$ cat src/c8x_pkg.sv
// Package for the CHIP-8 instruction execute block.
// Holds opcode codes, the front-to-back command struct and back-end states; no dependencies.
package c8x_pkg;

  // Size of the addressed memory; addresses wrap at this boundary.
  localparam int MEMORY_WORDS = 4096;

  // Major opcode nibbles.
  localparam logic [3:0] OP_SYS  = 4'h0;
  localparam logic [3:0] OP_JP   = 4'h1;
  localparam logic [3:0] OP_CALL = 4'h2;
  localparam logic [3:0] OP_SE   = 4'h3;
  localparam logic [3:0] OP_SNE  = 4'h4;
  localparam logic [3:0] OP_SER  = 4'h5;
  localparam logic [3:0] OP_LD   = 4'h6;
  localparam logic [3:0] OP_ADD  = 4'h7;
  localparam logic [3:0] OP_ALU  = 4'h8;
  localparam logic [3:0] OP_SNER = 4'h9;
  localparam logic [3:0] OP_LDI  = 4'hA;
  localparam logic [3:0] OP_JPV  = 4'hB;
  localparam logic [3:0] OP_RND  = 4'hC;
  localparam logic [3:0] OP_MISC = 4'hF;

  // ALU sub-codes of 8xyn.
  localparam logic [3:0] ALU_MOV = 4'h0;
  localparam logic [3:0] ALU_OR  = 4'h1;
  localparam logic [3:0] ALU_AND = 4'h2;
  localparam logic [3:0] ALU_XOR = 4'h3;
  localparam logic [3:0] ALU_ADD = 4'h4;
  localparam logic [3:0] ALU_SUB = 4'h5;
  localparam logic [3:0] ALU_SHR = 4'h6;
  localparam logic [3:0] ALU_SBN = 4'h7;
  localparam logic [3:0] ALU_SHL = 4'hE;

  // Fxkk low-byte codes.
  localparam logic [7:0] MISC_HALT = 8'h00;
  localparam logic [7:0] MISC_GDT  = 8'h07;
  localparam logic [7:0] MISC_SDT  = 8'h15;
  localparam logic [7:0] MISC_ADDI = 8'h1E;
  localparam logic [7:0] MISC_BCD  = 8'h33;
  localparam logic [7:0] MISC_STR  = 8'h55;

  localparam logic [11:0] RET_NNN     = 12'h0EE;
  localparam logic [7:0]  RANDOM_INIT = 8'h23;
  localparam logic [7:0]  HUNDRED     = 8'd100;
  localparam logic [7:0]  TWO_HUNDRED = 8'd200;
  localparam logic [7:0]  TEN         = 8'd10;

  // Division by ten of a value below 100 as a multiply by 205 and a shift by 11.
  localparam logic [14:0] TEN_RECIP = 15'd205;
  localparam int          TEN_SHIFT = 11;

  // Register indexes of the configuration port.
  localparam logic CFG_START  = 1'b0;
  localparam logic CFG_RANDOM = 1'b1;

  // Classified instruction handed from front to back.
  typedef struct packed {
    logic [15:0] word;
    logic        undef;
  } c8x_cmd_t;

  typedef enum logic [1:0] {
    ST_EXEC,
    ST_BCD,
    ST_STORE
  } c8x_state_t;

endpackage

$ cat src/c8x_front.sv
// Front end: accepts instruction words, flags undefined codes, and queues them.
// Depends on c8x_pkg.
module c8x_front (
  input  logic              clk,
  input  logic              rst,
  input  logic              in_valid,
  output logic              in_stall,
  input  logic [15:0]       instruction_word,
  output logic              q_valid,
  output c8x_pkg::c8x_cmd_t q_cmd,
  input  logic              q_pop
);

  // Two-entry queue.
  c8x_pkg::c8x_cmd_t slots [2];
  logic       rd_ptr;
  logic       wr_ptr;
  logic [1:0] count;
  logic       push;
  logic       undef;

  // Classify the word.
  always_comb begin
    undef = 1'b0;
    unique case (instruction_word[15:12])
      c8x_pkg::OP_SYS: undef = (instruction_word[11:0] != c8x_pkg::RET_NNN);
      c8x_pkg::OP_ALU: begin
        case (instruction_word[3:0])
          c8x_pkg::ALU_MOV, c8x_pkg::ALU_OR, c8x_pkg::ALU_AND, c8x_pkg::ALU_XOR,
          c8x_pkg::ALU_ADD, c8x_pkg::ALU_SUB, c8x_pkg::ALU_SHR, c8x_pkg::ALU_SBN,
          c8x_pkg::ALU_SHL: undef = 1'b0;
          default: undef = 1'b1;
        endcase
      end
      c8x_pkg::OP_MISC: begin
        case (instruction_word[7:0])
          c8x_pkg::MISC_HALT, c8x_pkg::MISC_GDT, c8x_pkg::MISC_SDT,
          c8x_pkg::MISC_ADDI, c8x_pkg::MISC_BCD, c8x_pkg::MISC_STR: undef = 1'b0;
          default: undef = 1'b1;
        endcase
      end
      4'hD, 4'hE: undef = 1'b1;
      default: undef = 1'b0;
    endcase
  end

  assign in_stall = (count == 2'd2);
  assign push     = in_valid && !in_stall;
  assign q_valid  = (count != 2'd0);
  assign q_cmd    = slots[rd_ptr];

  // Queue storage.
  always_ff @(posedge clk) begin
    if (push) begin
      slots[wr_ptr] <= '{word: instruction_word, undef: undef};
    end
  end

  // Queue pointers.
  always_ff @(posedge clk) begin
    if (rst) begin
      rd_ptr <= 1'b0;
      wr_ptr <= 1'b0;
      count  <= 2'd0;
    end else begin
      if (push) wr_ptr <= ~wr_ptr;
      if (q_pop) rd_ptr <= ~rd_ptr;
      count <= count + {1'b0, push} - {1'b0, q_pop};
    end
  end

endmodule

$ cat src/c8x_back.sv
// Back end: executes queued instructions against the register file and emits results.
// Depends on c8x_pkg.
module c8x_back #(
  parameter int STACK_DEPTH  = 16
) (
  input  logic              clk,
  input  logic              rst,
  input  logic              q_valid,
  input  c8x_pkg::c8x_cmd_t q_cmd,
  output logic              q_pop,
  input  logic              cfg_start_we,
  input  logic [11:0]       cfg_start,
  input  logic [7:0]        random_stand_in,
  output logic              out_valid,
  input  logic              out_stall,
  output logic [11:0]       next_pc,
  output logic              halted,
  output logic              write_valid,
  output logic [11:0]       write_address,
  output logic [7:0]        write_data,
  output logic              not_executed,
  output logic              last
);

  localparam int AW = $clog2(c8x_pkg::MEMORY_WORDS);
  localparam int SW = (STACK_DEPTH > 1) ? $clog2(STACK_DEPTH) : 1;
  localparam logic [AW-1:0] AMASK = AW'(c8x_pkg::MEMORY_WORDS - 1);

  // Architectural state.
  logic [7:0]    vreg [16];
  logic [11:0]   ireg;
  logic [11:0]   pc;
  logic [11:0]   rstack [STACK_DEPTH];
  logic [SW-1:0] sp;
  logic [7:0]    dtimer;
  logic          halt;

  // Multi-result sequencing.
  c8x_pkg::c8x_state_t state, state_next;
  logic [3:0]  cnt;
  logic [3:0]  cnt_end;
  logic [7:0]  bcd_val;
  logic [11:0] run_pc;

  // Output register.
  logic out_full;
  logic can_emit;
  assign out_valid = out_full;
  assign can_emit  = !out_full || !out_stall;

  logic [3:0]  op, x, y, n;
  logic [7:0]  kk, vx, vy;
  logic [11:0] nnn, pc1, pc2, nxt;
  logic [8:0]  sum9;
  logic [SW-1:0] sp_dec;
  logic [SW-1:0] sp_inc;
  logic        exec_go;
  logic        exec_halt;
  logic [7:0]  alu_res;
  logic        alu_flag;
  logic        alu_wf;
  logic [1:0]  bcd_hund;
  logic [7:0]  bcd_rem;
  logic [14:0] bcd_prod;
  logic [3:0]  bcd_tens;
  logic [3:0]  bcd_ones;

  assign op  = q_cmd.word[15:12];
  assign x   = q_cmd.word[11:8];
  assign y   = q_cmd.word[7:4];
  assign n   = q_cmd.word[3:0];
  assign kk  = q_cmd.word[7:0];
  assign nnn = q_cmd.word[11:0];
  assign vx  = vreg[x];
  assign vy  = vreg[y];
  assign pc1 = 12'(({20'd0, pc} + 32'd1) & {20'd0, 12'(AMASK)});
  assign pc2 = 12'(({20'd0, pc} + 32'd2) & {20'd0, 12'(AMASK)});
  assign sum9 = {1'b0, vx} + {1'b0, vy};
  assign sp_dec = (sp == '0) ? SW'(STACK_DEPTH - 1) : sp - SW'(1);
  assign sp_inc = (sp == SW'(STACK_DEPTH - 1)) ? '0 : sp + SW'(1);
  assign exec_go = (state == c8x_pkg::ST_EXEC) && q_valid && can_emit;
  assign exec_halt = !q_cmd.undef && (op == c8x_pkg::OP_MISC)
                     && (kk == c8x_pkg::MISC_HALT);

  function automatic logic [11:0] wrapa(input logic [12:0] a);
    wrapa = 12'(a) & 12'(AMASK);
  endfunction

  // Next pc of the instruction at the head.
  always_comb begin
    nxt = pc1;
    if (!q_cmd.undef) begin
      unique case (op)
        c8x_pkg::OP_SYS:  nxt = wrapa({1'b0, rstack[sp_dec]});
        c8x_pkg::OP_JP, c8x_pkg::OP_CALL: nxt = wrapa({1'b0, nnn});
        c8x_pkg::OP_SE:   if (vx == kk) nxt = pc2;
        c8x_pkg::OP_SNE:  if (vx != kk) nxt = pc2;
        c8x_pkg::OP_SER:  if (vx == vy) nxt = pc2;
        c8x_pkg::OP_SNER: if (vx != vy) nxt = pc2;
        c8x_pkg::OP_JPV:  nxt = wrapa({1'b0, nnn} + {5'd0, vreg[0]});
        default: nxt = pc1;
      endcase
    end
  end

  // ALU result of 8xyn and the VF flag where the code sets one.
  always_comb begin
    alu_res  = vy;
    alu_flag = 1'b0;
    alu_wf   = 1'b0;
    unique case (n)
      c8x_pkg::ALU_MOV: alu_res = vy;
      c8x_pkg::ALU_OR:  alu_res = vx | vy;
      c8x_pkg::ALU_AND: alu_res = vx & vy;
      c8x_pkg::ALU_XOR: alu_res = vx ^ vy;
      c8x_pkg::ALU_ADD: begin
        alu_res  = sum9[7:0];
        alu_flag = sum9[8];
        alu_wf   = 1'b1;
      end
      c8x_pkg::ALU_SUB: begin
        alu_res  = vx - vy;
        alu_flag = vx > vy;
        alu_wf   = 1'b1;
      end
      c8x_pkg::ALU_SHR: begin
        alu_res  = {1'b0, vx[7:1]};
        alu_flag = vx[0];
        alu_wf   = 1'b1;
      end
      c8x_pkg::ALU_SBN: begin
        alu_res  = vy - vx;
        alu_flag = vy > vx;
        alu_wf   = 1'b1;
      end
      c8x_pkg::ALU_SHL: begin
        alu_res  = {vx[6:0], 1'b0};
        alu_flag = vx[7];
        alu_wf   = 1'b1;
      end
      default: ;
    endcase
  end

  // BCD digits by compare and subtract for hundreds and a reciprocal multiply for tens.
  always_comb begin
    if (bcd_val >= c8x_pkg::TWO_HUNDRED) begin
      bcd_hund = 2'd2;
      bcd_rem  = bcd_val - c8x_pkg::TWO_HUNDRED;
    end else if (bcd_val >= c8x_pkg::HUNDRED) begin
      bcd_hund = 2'd1;
      bcd_rem  = bcd_val - c8x_pkg::HUNDRED;
    end else begin
      bcd_hund = 2'd0;
      bcd_rem  = bcd_val;
    end
    bcd_prod = 15'(bcd_rem) * c8x_pkg::TEN_RECIP;
    bcd_tens = 4'(bcd_prod >> c8x_pkg::TEN_SHIFT);
    bcd_ones = 4'(bcd_rem - 8'(bcd_tens) * c8x_pkg::TEN);
  end

  // Sequencer next state.
  always_comb begin
    state_next = state;
    unique case (state)
      c8x_pkg::ST_EXEC: begin
        if (exec_go && !halt && !q_cmd.undef && op == c8x_pkg::OP_MISC) begin
          if (kk == c8x_pkg::MISC_BCD) state_next = c8x_pkg::ST_BCD;
          else if (kk == c8x_pkg::MISC_STR) state_next = c8x_pkg::ST_STORE;
        end
      end
      c8x_pkg::ST_BCD, c8x_pkg::ST_STORE: begin
        if (can_emit && cnt == cnt_end) state_next = c8x_pkg::ST_EXEC;
      end
      default: state_next = c8x_pkg::ST_EXEC;
    endcase
  end

  assign q_pop = exec_go;

  always_ff @(posedge clk) begin
    if (rst) state <= c8x_pkg::ST_EXEC;
    else     state <= state_next;
  end

  // Output valid.
  always_ff @(posedge clk) begin
    if (rst) begin
      out_full <= 1'b0;
    end else if (can_emit) begin
      out_full <= exec_go && !(state_next != c8x_pkg::ST_EXEC)
                  || (state != c8x_pkg::ST_EXEC);
    end
  end

  // Execution, state updates and result payload.
  always_ff @(posedge clk) begin
    if (rst) begin
      for (int i = 0; i < 16; i++) vreg[i] <= 8'd0;
      for (int i = 0; i < STACK_DEPTH; i++) rstack[i] <= 12'd0;
      ireg   <= 12'd0;
      pc     <= wrapa({1'b0, cfg_start});
      sp     <= '0;
      dtimer <= 8'd0;
      halt   <= 1'b0;
      cnt    <= 4'd0;
    end else begin
      if (cfg_start_we) pc <= wrapa({1'b0, cfg_start});
      if (state != c8x_pkg::ST_EXEC && can_emit) begin
        // One write of a BCD or store run per cycle while the output can take it.
        next_pc       <= run_pc;
        halted        <= 1'b0;
        write_valid   <= 1'b1;
        write_address <= wrapa({1'b0, ireg} + {9'd0, cnt});
        not_executed  <= 1'b0;
        last          <= (cnt == cnt_end);
        if (state == c8x_pkg::ST_BCD) begin
          if (cnt == 4'd0)      write_data <= {6'd0, bcd_hund};
          else if (cnt == 4'd1) write_data <= {4'd0, bcd_tens};
          else                  write_data <= {4'd0, bcd_ones};
        end else begin
          write_data <= vreg[cnt];
        end
        cnt <= cnt + 4'd1;
      end else if (exec_go && halt) begin
        next_pc       <= pc;
        halted        <= 1'b1;
        write_valid   <= 1'b0;
        write_address <= 12'd0;
        write_data    <= 8'd0;
        not_executed  <= 1'b0;
        last          <= 1'b1;
      end else if (exec_go) begin
        pc            <= nxt;
        run_pc        <= nxt;
        next_pc       <= nxt;
        halted        <= exec_halt;
        write_valid   <= 1'b0;
        write_address <= 12'd0;
        write_data    <= 8'd0;
        not_executed  <= q_cmd.undef;
        last          <= 1'b1;
        cnt           <= 4'd0;
        bcd_val       <= vx;
        if (!q_cmd.undef) begin
          unique case (op)
            c8x_pkg::OP_SYS:  sp <= sp_dec;
            c8x_pkg::OP_CALL: begin
              rstack[sp] <= pc1;
              sp <= sp_inc;
            end
            c8x_pkg::OP_LD:  vreg[x] <= kk;
            c8x_pkg::OP_ADD: vreg[x] <= vx + kk;
            c8x_pkg::OP_RND: vreg[x] <= random_stand_in & kk;
            c8x_pkg::OP_LDI: ireg <= wrapa({1'b0, nnn});
            c8x_pkg::OP_ALU: begin
              // When x is F and the code sets a flag, the flag wins over the result.
              if (alu_wf) vreg[15] <= {7'd0, alu_flag};
              if (!alu_wf || x != 4'hF) vreg[x] <= alu_res;
            end
            c8x_pkg::OP_MISC: begin
              unique case (kk)
                c8x_pkg::MISC_HALT: halt <= 1'b1;
                c8x_pkg::MISC_GDT:  vreg[x] <= dtimer;
                c8x_pkg::MISC_SDT:  dtimer <= vx;
                c8x_pkg::MISC_ADDI: ireg <= wrapa({1'b0, ireg} + {5'd0, vx});
                c8x_pkg::MISC_BCD:  cnt_end <= 4'd2;
                c8x_pkg::MISC_STR:  cnt_end <= x;
                default: ;
              endcase
            end
            default: ;
          endcase
        end
      end
    end
  end

endmodule

$ cat src/chip8_instruction_execute_top.sv
// CHIP-8 instruction execute block: the user-facing top level.
// Channels: in_valid/in_stall carry instruction_word, the instruction at the
// current program counter; out_valid/out_stall carry one result per transfer.
// Configuration writes use cfg_valid/cfg_ready with cfg_index and cfg_data;
// index 0 sets start_address and reloads the program counter, index 1 sets
// the byte used by Cxkk. Writes are meant for idle periods only.
// Path: an accepted instruction is held in the queue, and its result is registered
// in the output register when the back end takes it from the queue head.
// Throughput: one instruction per cycle for ordinary codes while out_stall is low,
// set by the single register-file execute step; Fx33 takes one decode step and three
// writes and Fx55 one decode step and x+1 writes, one memory-write result per cycle.
// A two-entry queue sits between the front and the back end, so up to two instructions
// are still accepted while a result waits in the output register.
// Reset clears V, I, the stack, the timer and halt, and loads the program
// counter with zero; nothing is cleared over extra cycles.
// When out_stall is high the result holds, the queue fills and in_stall rises.
// Depends on c8x_pkg, c8x_front and c8x_back.
module chip8_instruction_execute_top #(
  parameter int STACK_DEPTH  = 16
) (
  input  logic        clk,
  input  logic        rst,
  input  logic        in_valid,
  output logic        in_stall,
  input  logic [15:0] instruction_word,
  output logic        out_valid,
  input  logic        out_stall,
  output logic [11:0] next_pc,
  output logic        halted,
  output logic        write_valid,
  output logic [11:0] write_address,
  output logic [7:0]  write_data,
  output logic        not_executed,
  output logic        last,
  input  logic        cfg_valid,
  output logic        cfg_ready,
  input  logic        cfg_index,
  input  logic [11:0] cfg_data
);

  c8x_pkg::c8x_cmd_t q_cmd;
  logic        q_valid;
  logic        q_pop;
  logic        cfg_we;
  logic [7:0]  random_stand_in;

  assign cfg_ready = 1'b1;
  assign cfg_we    = cfg_valid && cfg_ready;

  // Configuration register; start_address goes straight into the program counter.
  always_ff @(posedge clk) begin
    if (rst) begin
      random_stand_in <= c8x_pkg::RANDOM_INIT;
    end else if (cfg_we && cfg_index == c8x_pkg::CFG_RANDOM) begin
      random_stand_in <= cfg_data[7:0];
    end
  end

  c8x_front u_front (
    .clk, .rst, .in_valid, .in_stall, .instruction_word,
    .q_valid, .q_cmd, .q_pop
  );

  c8x_back #(.STACK_DEPTH(STACK_DEPTH)) u_back (
    .clk, .rst, .q_valid, .q_cmd, .q_pop,
    .cfg_start_we(cfg_we && cfg_index == c8x_pkg::CFG_START),
    .cfg_start(rst ? 12'd0 : cfg_data),
    .random_stand_in,
    .out_valid, .out_stall, .next_pc, .halted, .write_valid,
    .write_address, .write_data, .not_executed, .last
  );

endmodule

$ cat config.mk
export PLATFORM = sky130hd
export DESIGN_NAME = chip8_instruction_execute_top
export DESIGN_NICKNAME = d
export VERILOG_FILES = /design/src/c8x_pkg.sv /design/src/c8x_front.sv /design/src/c8x_back.sv /design/src/chip8_instruction_execute_top.sv
export SDC_FILE = /design/constraint.sdc
export NUM_CORES = 1
export LEC_CHECK = 0
export BUFFER_PORTS_ARGS = -buffer_cell sky130_fd_sc_hd__buf_2
export CAP_MARGIN = 25
export CORE_MARGIN = 4
export CORE_UTILIZATION = 45
export DETAILED_ROUTE_END_ITERATION = 8
export SYNTH_ARGS = -nofsm -noshare
export SYNTH_HDL_FRONTEND = slang
export SYNTH_HIERARCHICAL = 1
export SYNTH_SLANG_ARGS = --single-unit
$ cat constraint.sdc
create_clock -name clk -period 6.95 [get_ports clk]
set_input_delay 1.39 -clock clk [delete_from_list [all_inputs] [get_ports clk]]
set_output_delay 1.39 -clock clk [all_outputs]
set_load 0.01 [all_outputs]
==> results of run 1 <==
==> worst paths after layout <==
path,from,endpoint,cells after the start
max,u_back/bcd_val[1],u_back/write_data[3],27
min reg2reg,u_back/dtimer[7],u_back/dtimer[7],2
max reg2reg,u_back/bcd_val[1],u_back/write_data[3],27
min,u_back/dtimer[7],u_back/dtimer[7],2
==> final cells by class <==
class	instances	share of cell area
multi-input combinational	1758	0.437
sequential	475	0.431
clock buffer	62	0.0436
tap	846	0.0334
timing repair buffer	142	0.0291
inverter	110	0.0130
clock inverter	34	0.0129
==> per-layer routing <==
metal	vias up	GRT usage
met5	-	0
met4	0	0.0778
met3	178	0.0520
met2	1057	0.418
met1	10800	0.364
li1	9412	-
==> critical path, stage by stage (launching register included) <==
cell and delay [ns]:
edfxtp_1 0.38, inv_1 0.08, ha_1 0.24, a2111o_1 0.44
and3_2 0.28, a21oi_2 0.13, nor2b_1 0.14, a21oi_1 0.06
xnor2_1 0.15, ha_1 0.32, inv_1 0.06, fa_1 0.53
inv_1 0.06, fa_1 0.50, inv_1 0.06, fa_1 0.53
inv_1 0.04, ha_1 0.30, o21ai_0 0.09, a221oi_1 0.33
nor2_1 0.10, xnor2_1 0.19, ha_1 0.22, fa_1 0.38
xnor2_1 0.20, xnor2_1 0.16, xnor2_1 0.16, o41ai_2 0.08
==> logic make-up after synthesis <==
group / count (synthesis) / synth area share
and+or+nand+nor: 872 / 0.137
DFF: 475 / 0.478
AOI/OAI and AO/OA: 456 / 0.109
buffers and inverters: 280 / 0.0392
muxes: 220 / 0.150
adders and majority gates: 137 / 0.0651
xor gates and xnor gates: 72 / 0.0224
other: 1 / 0.000131
==> through the flow <==
step                utilization  instance area, sq um  hold slack (ns)  setup slack, ns
detailed placement        0.474                 29900            0.487            0.369
global placement          0.473                 29800            0.473            0.451
CTS                       0.503                 31600            0.502            0.357
floorplan                     -                 28500            0.436            0.680
finish                    0.503                 31700            0.503            0.490
global route              0.503                 31700            0.528           0.0366
==> sequential cells by signal, summed over array words and instances (netlist names), 2 cells and up, named ones only <==
name and count:
random_stand_in 8, u_back/bcd_val 8, u_back/cnt 4, u_back/cnt_end 4
u_back/dtimer 8, u_back/ireg 12, u_back/next_pc 12, u_back/pc 12
u_back/rstack 192, u_back/run_pc 12, u_back/sp 4, u_back/state 2
u_back/vreg 128, u_back/write_address 12, u_back/write_data 8, u_front/count 2
u_front/slots 34
==> where the power goes <==
part | internal (W) | total, W | switching (W)
clock network | 0.00163 | 0.00284 | 0.00121
registers | 0.00338 | 0.00356 | 0.000176
logic | 0.00262 | 0.00700 | 0.00438
total | 0.00764 | 0.0134 | 0.00577
==> placed cells by master, fill, tap and decap left out, types with 17 or more instances in the layout <==
cell,synthesis,final
a211oi_1,26,26
a21o_1,25,25
a21oi_1,94,91
a22oi_1,22,22
a31oi_1,23,23
buf_2,23,72
buf_4,8,66
clkbuf_16,0,53
dfxtp_1,61,60
edfxtp_1,414,414
fa_1,19,19
ha_1,118,117
inv_1,106,106
mux2_2,21,21
mux2i_1,33,33
mux4_2,161,161
nand2_1,176,176
nand2b_1,22,22
nand3_1,45,45
nand4_1,17,17
nor2_1,444,444
nor2b_1,40,40
nor3_1,34,34
o21ai_0,90,90
o22ai_1,28,28
xnor2_1,45,41
xor2_1,26,25
==> cells in the mapped netlist (7+ instances only) <==
cell type and instances:
nor2_1 444, edfxtp_1 414, nand2_1 176, mux4_2 161, ha_1 118, clkbuf_1 112, inv_1 106, a21oi_1 94
o21ai_0 90, dfxtp_1 61, nand3_1 45, xnor2_1 45, nor2b_1 40, nor3_1 34, mux2i_1 33, o22ai_1 28
a211oi_1 26, buf_1 26, xor2_1 26, a21o_1 25, a31oi_1 23, buf_2 23, a22oi_1 22, nand2b_1 22
mux2_2 21, fa_1 19, nand4_1 17, nor3b_1 16, o211ai_1 16, a221oi_1 14, nor4_1 14, and2_1 13
and3_1 10, o21a_1 10, a221o_1 8, a22o_1 8, buf_4 8, o221ai_1 8, o32ai_1 7, or2_2 7
or3_1 7
==> what timing repair did <==
action / CTS / global route
setup endpoints to repair: 0 / 1
gates resized for setup: 0 / 3
buffers inserted: 0 / 0
==> impl_metrics.py, run 1 <==
metrics = {
    "layout": {
        "n_antenna_cell": 0,
        "fin_cells": 3427,
        "ff_latch_area_sq_um": 13700,
        "n_fill_cell": 5551,
        "drive_gt1_frac": 0.180,
        "multi_input_area_sq_um": 13800,
        "syn_to_final_growth_pct": 11.0,
        "nets": 2710,
    },
    "sta": {
        "fin_setup_tns_ns": 0,
        "hold_violations": 0,
        "rsz0062_at_grt": "false",
        "fin_crit_ns": 6.46,
        "worst_pin_slew_ns": 1.21,
        "setup_violations": 0,
        "finalClockSkew_ns": 0.0405,
        "period_share": 0.929,
        "maxClockFrequency_mhz": 155,
        "relSlewSlack": 0.183,
        "slew_viol_final": 0,
    },
    "floorplanning": {
        "dieWidth_um": 260,
        "die_y_um": 260,
        "ioPinCount": 73,
        "die-area_sq_um": 67500,
        "initial_core_util": 0.453,
        "num_rows": 92,
        "design.core.area_sq_um": 63000,
    },
    "route": {
        "routed_via_density": 6.25,
        "wl_met2_um": 41500,
        "wl_met1_um": 36800,
        "finalWirelength_um": 89500,
        "via_count": 21400,
        "drc_errors": 0,
        "drtIter0Drc": 2494,
        "routedWlPerCell_um": 26.1,
        "wl_met3_um": 8340,
        "maxUsedRoutingLayer": "met4",
        "postRouteAntennaNets": 0,
        "first_pass_iters": 6,
    },
    "setup_path": {
        "reg2reg_slack_ns": 0.49,
        "worstPathRequired_ns": 7.29,
        "cp_max_fo": 7,
        "crit_type": "reg -> reg",
        "cp-end-kind": "flip-flop",
        "critical_path.startpoint_type": "flip-flop",
        "cp.arrival_ns": 6.80,
    },
    "yosys": {
        "synth.distinct_cells": 88,
        "synth_cells": 2513,
        "synth_area_leaders": "edfxtp_1 (44%), mux4_2 (13%), nor2_1 (5.8%)",
        "yosysSeqAreaShare": 0.478,
        "synth_ff_type": "edfxtp_1",
        "syn_area_per_cell_sq_um": 11.4,
        "ys_ff_latch": 475,
        "yosysWarnings": 6,
        "yosysTopAreaCell": "edfxtp_1",
        "async_reset_ff_frac": 0,
        "syn-num-nets": 2684,
        "synth_area_sq_um": 28500,
        "synth-edff-count": 414,
        "synth_top_area_share": 0.436,
    },
    "grt": {
        "grt_pass1_wl_um": 134000,
        "grt.overflow.total": 0,
        "grt_max_degree": 40,
        "grt_usage": 0.261,
        "grt_pass1_vias": 21000,
        "antenna_found_initial": 0,
    },
    "power": {
        "ir_worst_vdd_mv": 0.406,
        "leakage_nw": 11.6,
        "p_per_area_nw_per_um2": 423,
        "finalPower_w": 0.0134,
    },
    "run": {
        "maxCapViolations": 0,
    },
    "clock_network": {
        "numCtsBuffers": 52,
        "clock_sinks": 475,
        "cts-htree-levels": 2,
        "clk_latency_ns": 0.64,
        "hold_buffers": 0,
        "clock_path_buffers": 3,
        "cts_tree": "yes",
        "cts.clk_slew.worst_paths_ns": 0.07,
        "root_buffer": "clkbuf_16",
    },
    "placed_design": {
        "gp_congestion": 0.961,
        "dp_cells": 3329,
        "detailed_place_hpwl_um": 64800,
        "io_buffers": 71,
    },
    "outcome": {
        "status": "finished clean",
    },
    "hold_path": {
        "min_path_type": "reg -> reg",
    },
}
(Power assumes the default switching activity.)
==> inputs of run 2 (changes only) <==
--- a/config.mk
+++ b/config.mk
@@ -7,8 +7,10 @@
 export LEC_CHECK = 0
 export BUFFER_PORTS_ARGS = -buffer_cell sky130_fd_sc_hd__buf_2
 export CAP_MARGIN = 25
+export CORE_ASPECT_RATIO = 0.75
 export CORE_MARGIN = 4
 export CORE_UTILIZATION = 45
+export CTS_CLUSTER_DIAMETER = 60
 export DETAILED_ROUTE_END_ITERATION = 8
 export SYNTH_ARGS = -nofsm -noshare
 export SYNTH_HDL_FRONTEND = slang
==> impl_metrics.py, run 2 (synthesis results as in run 1) <==
metrics = {
    "outcome": {
        "status": "finished clean",
    },
    "grt": {
        "grt_max_degree": 40,
        "grt_pass1_vias": 20600,
        "grt_usage": 0.263,
        "antenna_found_initial": 4,
        "grt.overflow.total": 0,
        "grt_pass1_wl_um": 134000,
    },
    "floorplanning": {
        "ioPinCount": 73,
        "die-area_sq_um": 67500,
        "num_rows": 79,
        "design.core.area_sq_um": 62400,
        "initial_core_util": 0.458,
        "die_y_um": 226,
        "dieWidth_um": 299,
    },
    "layout": {
        "nets": 2705,
        "final_cell_mix": "nor2_1 (444), edfxtp_1 (414), nand2_1 (176)",
        "largest_reg_flops": 192,
        "top_regs": "u_back/rstack x192, u_back/vreg x128, u_front/slots x34",
        "n_fill_cell": 5518,
        "drive_gt1_frac": 0.176,
        "largest_register": "u_back/rstack",
        "syn_to_final_growth_pct": 10.3,
        "n_antenna_cell": 0,
        "final_common_cell": "nor2_1",
        "stdcell_area_sq_um": 31500,
    },
    "sta": {
        "setup_violations": 0,
        "setup_ws_ns": 0.463,
        "maxClockFrequency_mhz": 154,
        "period_share": 0.933,
        "whs_ns": 0.505,
        "worst_pin_slew_ns": 1.01,
        "slew_viol_final": 0,
        "hold_violations": 0,
        "rsz0062_at_grt": "false",
        "fin_setup_tns_ns": 0,
        "finalClockSkew_ns": 0.0440,
        "relSlewSlack": 0.329,
        "fin_crit_ns": 6.49,
    },
    "placed_design": {
        "place_area_sq_um": 29900,
        "detailed_place_hpwl_um": 63600,
        "gp_congestion": 0.953,
        "io_buffers": 71,
        "pre_cts_slack_ns": 0.428,
    },
    "clock_network": {
        "clock_path_buffers": 3,
        "post-cts-setup-buffers": 0,
        "numCtsBuffers": 52,
        "cts_tree": "yes",
        "root_buffer": "clkbuf_16",
        "cts.clk_slew.worst_paths_ns": 0.06,
        "hold_buffers": 0,
        "clock_sinks": 475,
        "cts-htree-levels": 2,
        "clk_latency_ns": 0.63,
    },
    "route": {
        "first_pass_iters": 6,
        "drc_errors": 0,
        "postRouteAntennaNets": 0,
        "routedWlPerCell_um": 26.3,
        "via_count": 21600,
        "drtIter0Drc": 2843,
        "finalWirelength_um": 90100,
        "routed_via_density": 6.31,
    },
    "hold_path": {
        "worstHoldStart": "u_back/dtimer[4]",
        "min_path_type": "reg -> reg",
        "hold-path-cell-count": 2,
        "hold_end": "u_back/dtimer[4]",
    },
    "setup_path": {
        "crit_type": "reg -> reg",
        "ff2ff_path_depth": 27,
        "cp-end-kind": "flip-flop",
        "cp.arrival_ns": 6.89,
        "critical_path.startpoint_type": "flip-flop",
        "reg2reg_slack_ns": 0.46,
        "rr_startpoint": "u_back/bcd_val[0]",
        "reg2reg_to": "u_back/write_data[3]",
        "cp_max_fo": 7,
        "worstPathRequired_ns": 7.36,
    },
    "power": {
        "leakage_nw": 11.5,
        "p_per_area_nw_per_um2": 416,
        "ir_worst_vdd_mv": 0.455,
    },
    "run": {
        "maxCapViolations": 0,
    },
}
-- run 2: cell count changes in the layout (fill, tap and decap cells not counted), moves of 3 or more --
cell,previous run,this run
buf_4,66,63
bufinv_16,5,0
clkbuf_1,7,17
clkbuf_8,2,6
clkinv_1,11,5
clkinv_16,3,0
clkinv_4,4,1
-- run 2: worst max-delay path by stage --
stage,from,to,slack (ns),cells past startpoint
2_1_floorplan,u_back/bcd_val[1],u_back/write_data[3],0.68,28
5_1_grt,u_back/bcd_val[0],u_back/write_data[3],0.03,27
3_3_place_gp,u_back/bcd_val[1],u_back/write_data[3],0.55,27
4_1_cts,u_back/bcd_val[0],u_back/write_data[3],0.37,27
3_5_place_dp,u_back/bcd_val[0],u_back/write_data[3],0.43,27
6_report,u_back/bcd_val[0],u_back/write_data[3],0.46,27
-- run 2: critical path, stage by stage (launching register included) --
cell and delay, ns:
edfxtp_1 0.43, inv_1 0.10, ha_1 0.21, a2111o_1 0.43, and3_2 0.29, a21oi_2 0.13, nor2b_1 0.13, a21oi_1 0.06
xnor2_1 0.15, ha_1 0.32, inv_1 0.07, fa_1 0.53, inv_1 0.05, fa_1 0.50, inv_1 0.05, fa_1 0.54
inv_1 0.04, ha_1 0.30, o21ai_0 0.08, a221oi_1 0.28, nor2_1 0.09, xnor2_1 0.19, ha_1 0.22, fa_1 0.38
xnor2_1 0.21, xnor2_1 0.16, xnor2_1 0.09, o41ai_1 0.25
-- run 2: metrics by stage --
step           utilization  instances  total power, W
2_1_floorplan            -       2513         0.00828
3_3_place_gp         0.478       3328          0.0102
3_5_place_dp         0.479       3330          0.0103
4_1_cts              0.505       3425          0.0130
5_1_grt              0.505       3425          0.0140
6_report             0.505       3425          0.0131
-- run 2: final cells by class --
class	count	area (sq um)	share of cell area
Tap cell	850	1060	0.0338
Inverter	110	413	0.0131
Multi-Input combinational cell	1758	13800	0.440
Sequential cell	475	13700	0.434
Timing Repair Buffer	137	883	0.0281
Clock buffer	76	1470	0.0468
Clock inverter	19	151	0.00481
-- run 2: power breakdown --
group	internal [W]	switching, W
Clock	0.00148	0.00118
Sequential	0.00338	0.000178
Combinational	0.00257	0.00431
Total	0.00744	0.00567
-- run 2: metal layers --
metal | GRT usage | share of wire | up-vias
li1 | - | - | 9414
met1 | 0.398 | 0.43 | 10800
met2 | 0.380 | 0.42 | 1255
met3 | 0.0685 | 0.13 | 154
met4 | 0.0633 | 0.023 | 0
met5 | 0 | 0 | -
-- run 2: repair_timing --
item	4_1_cts	5_1_grt
endpoints found under the setup margin	0	1
endpoints found under the hold margin	0	0
resized for setup	0	2
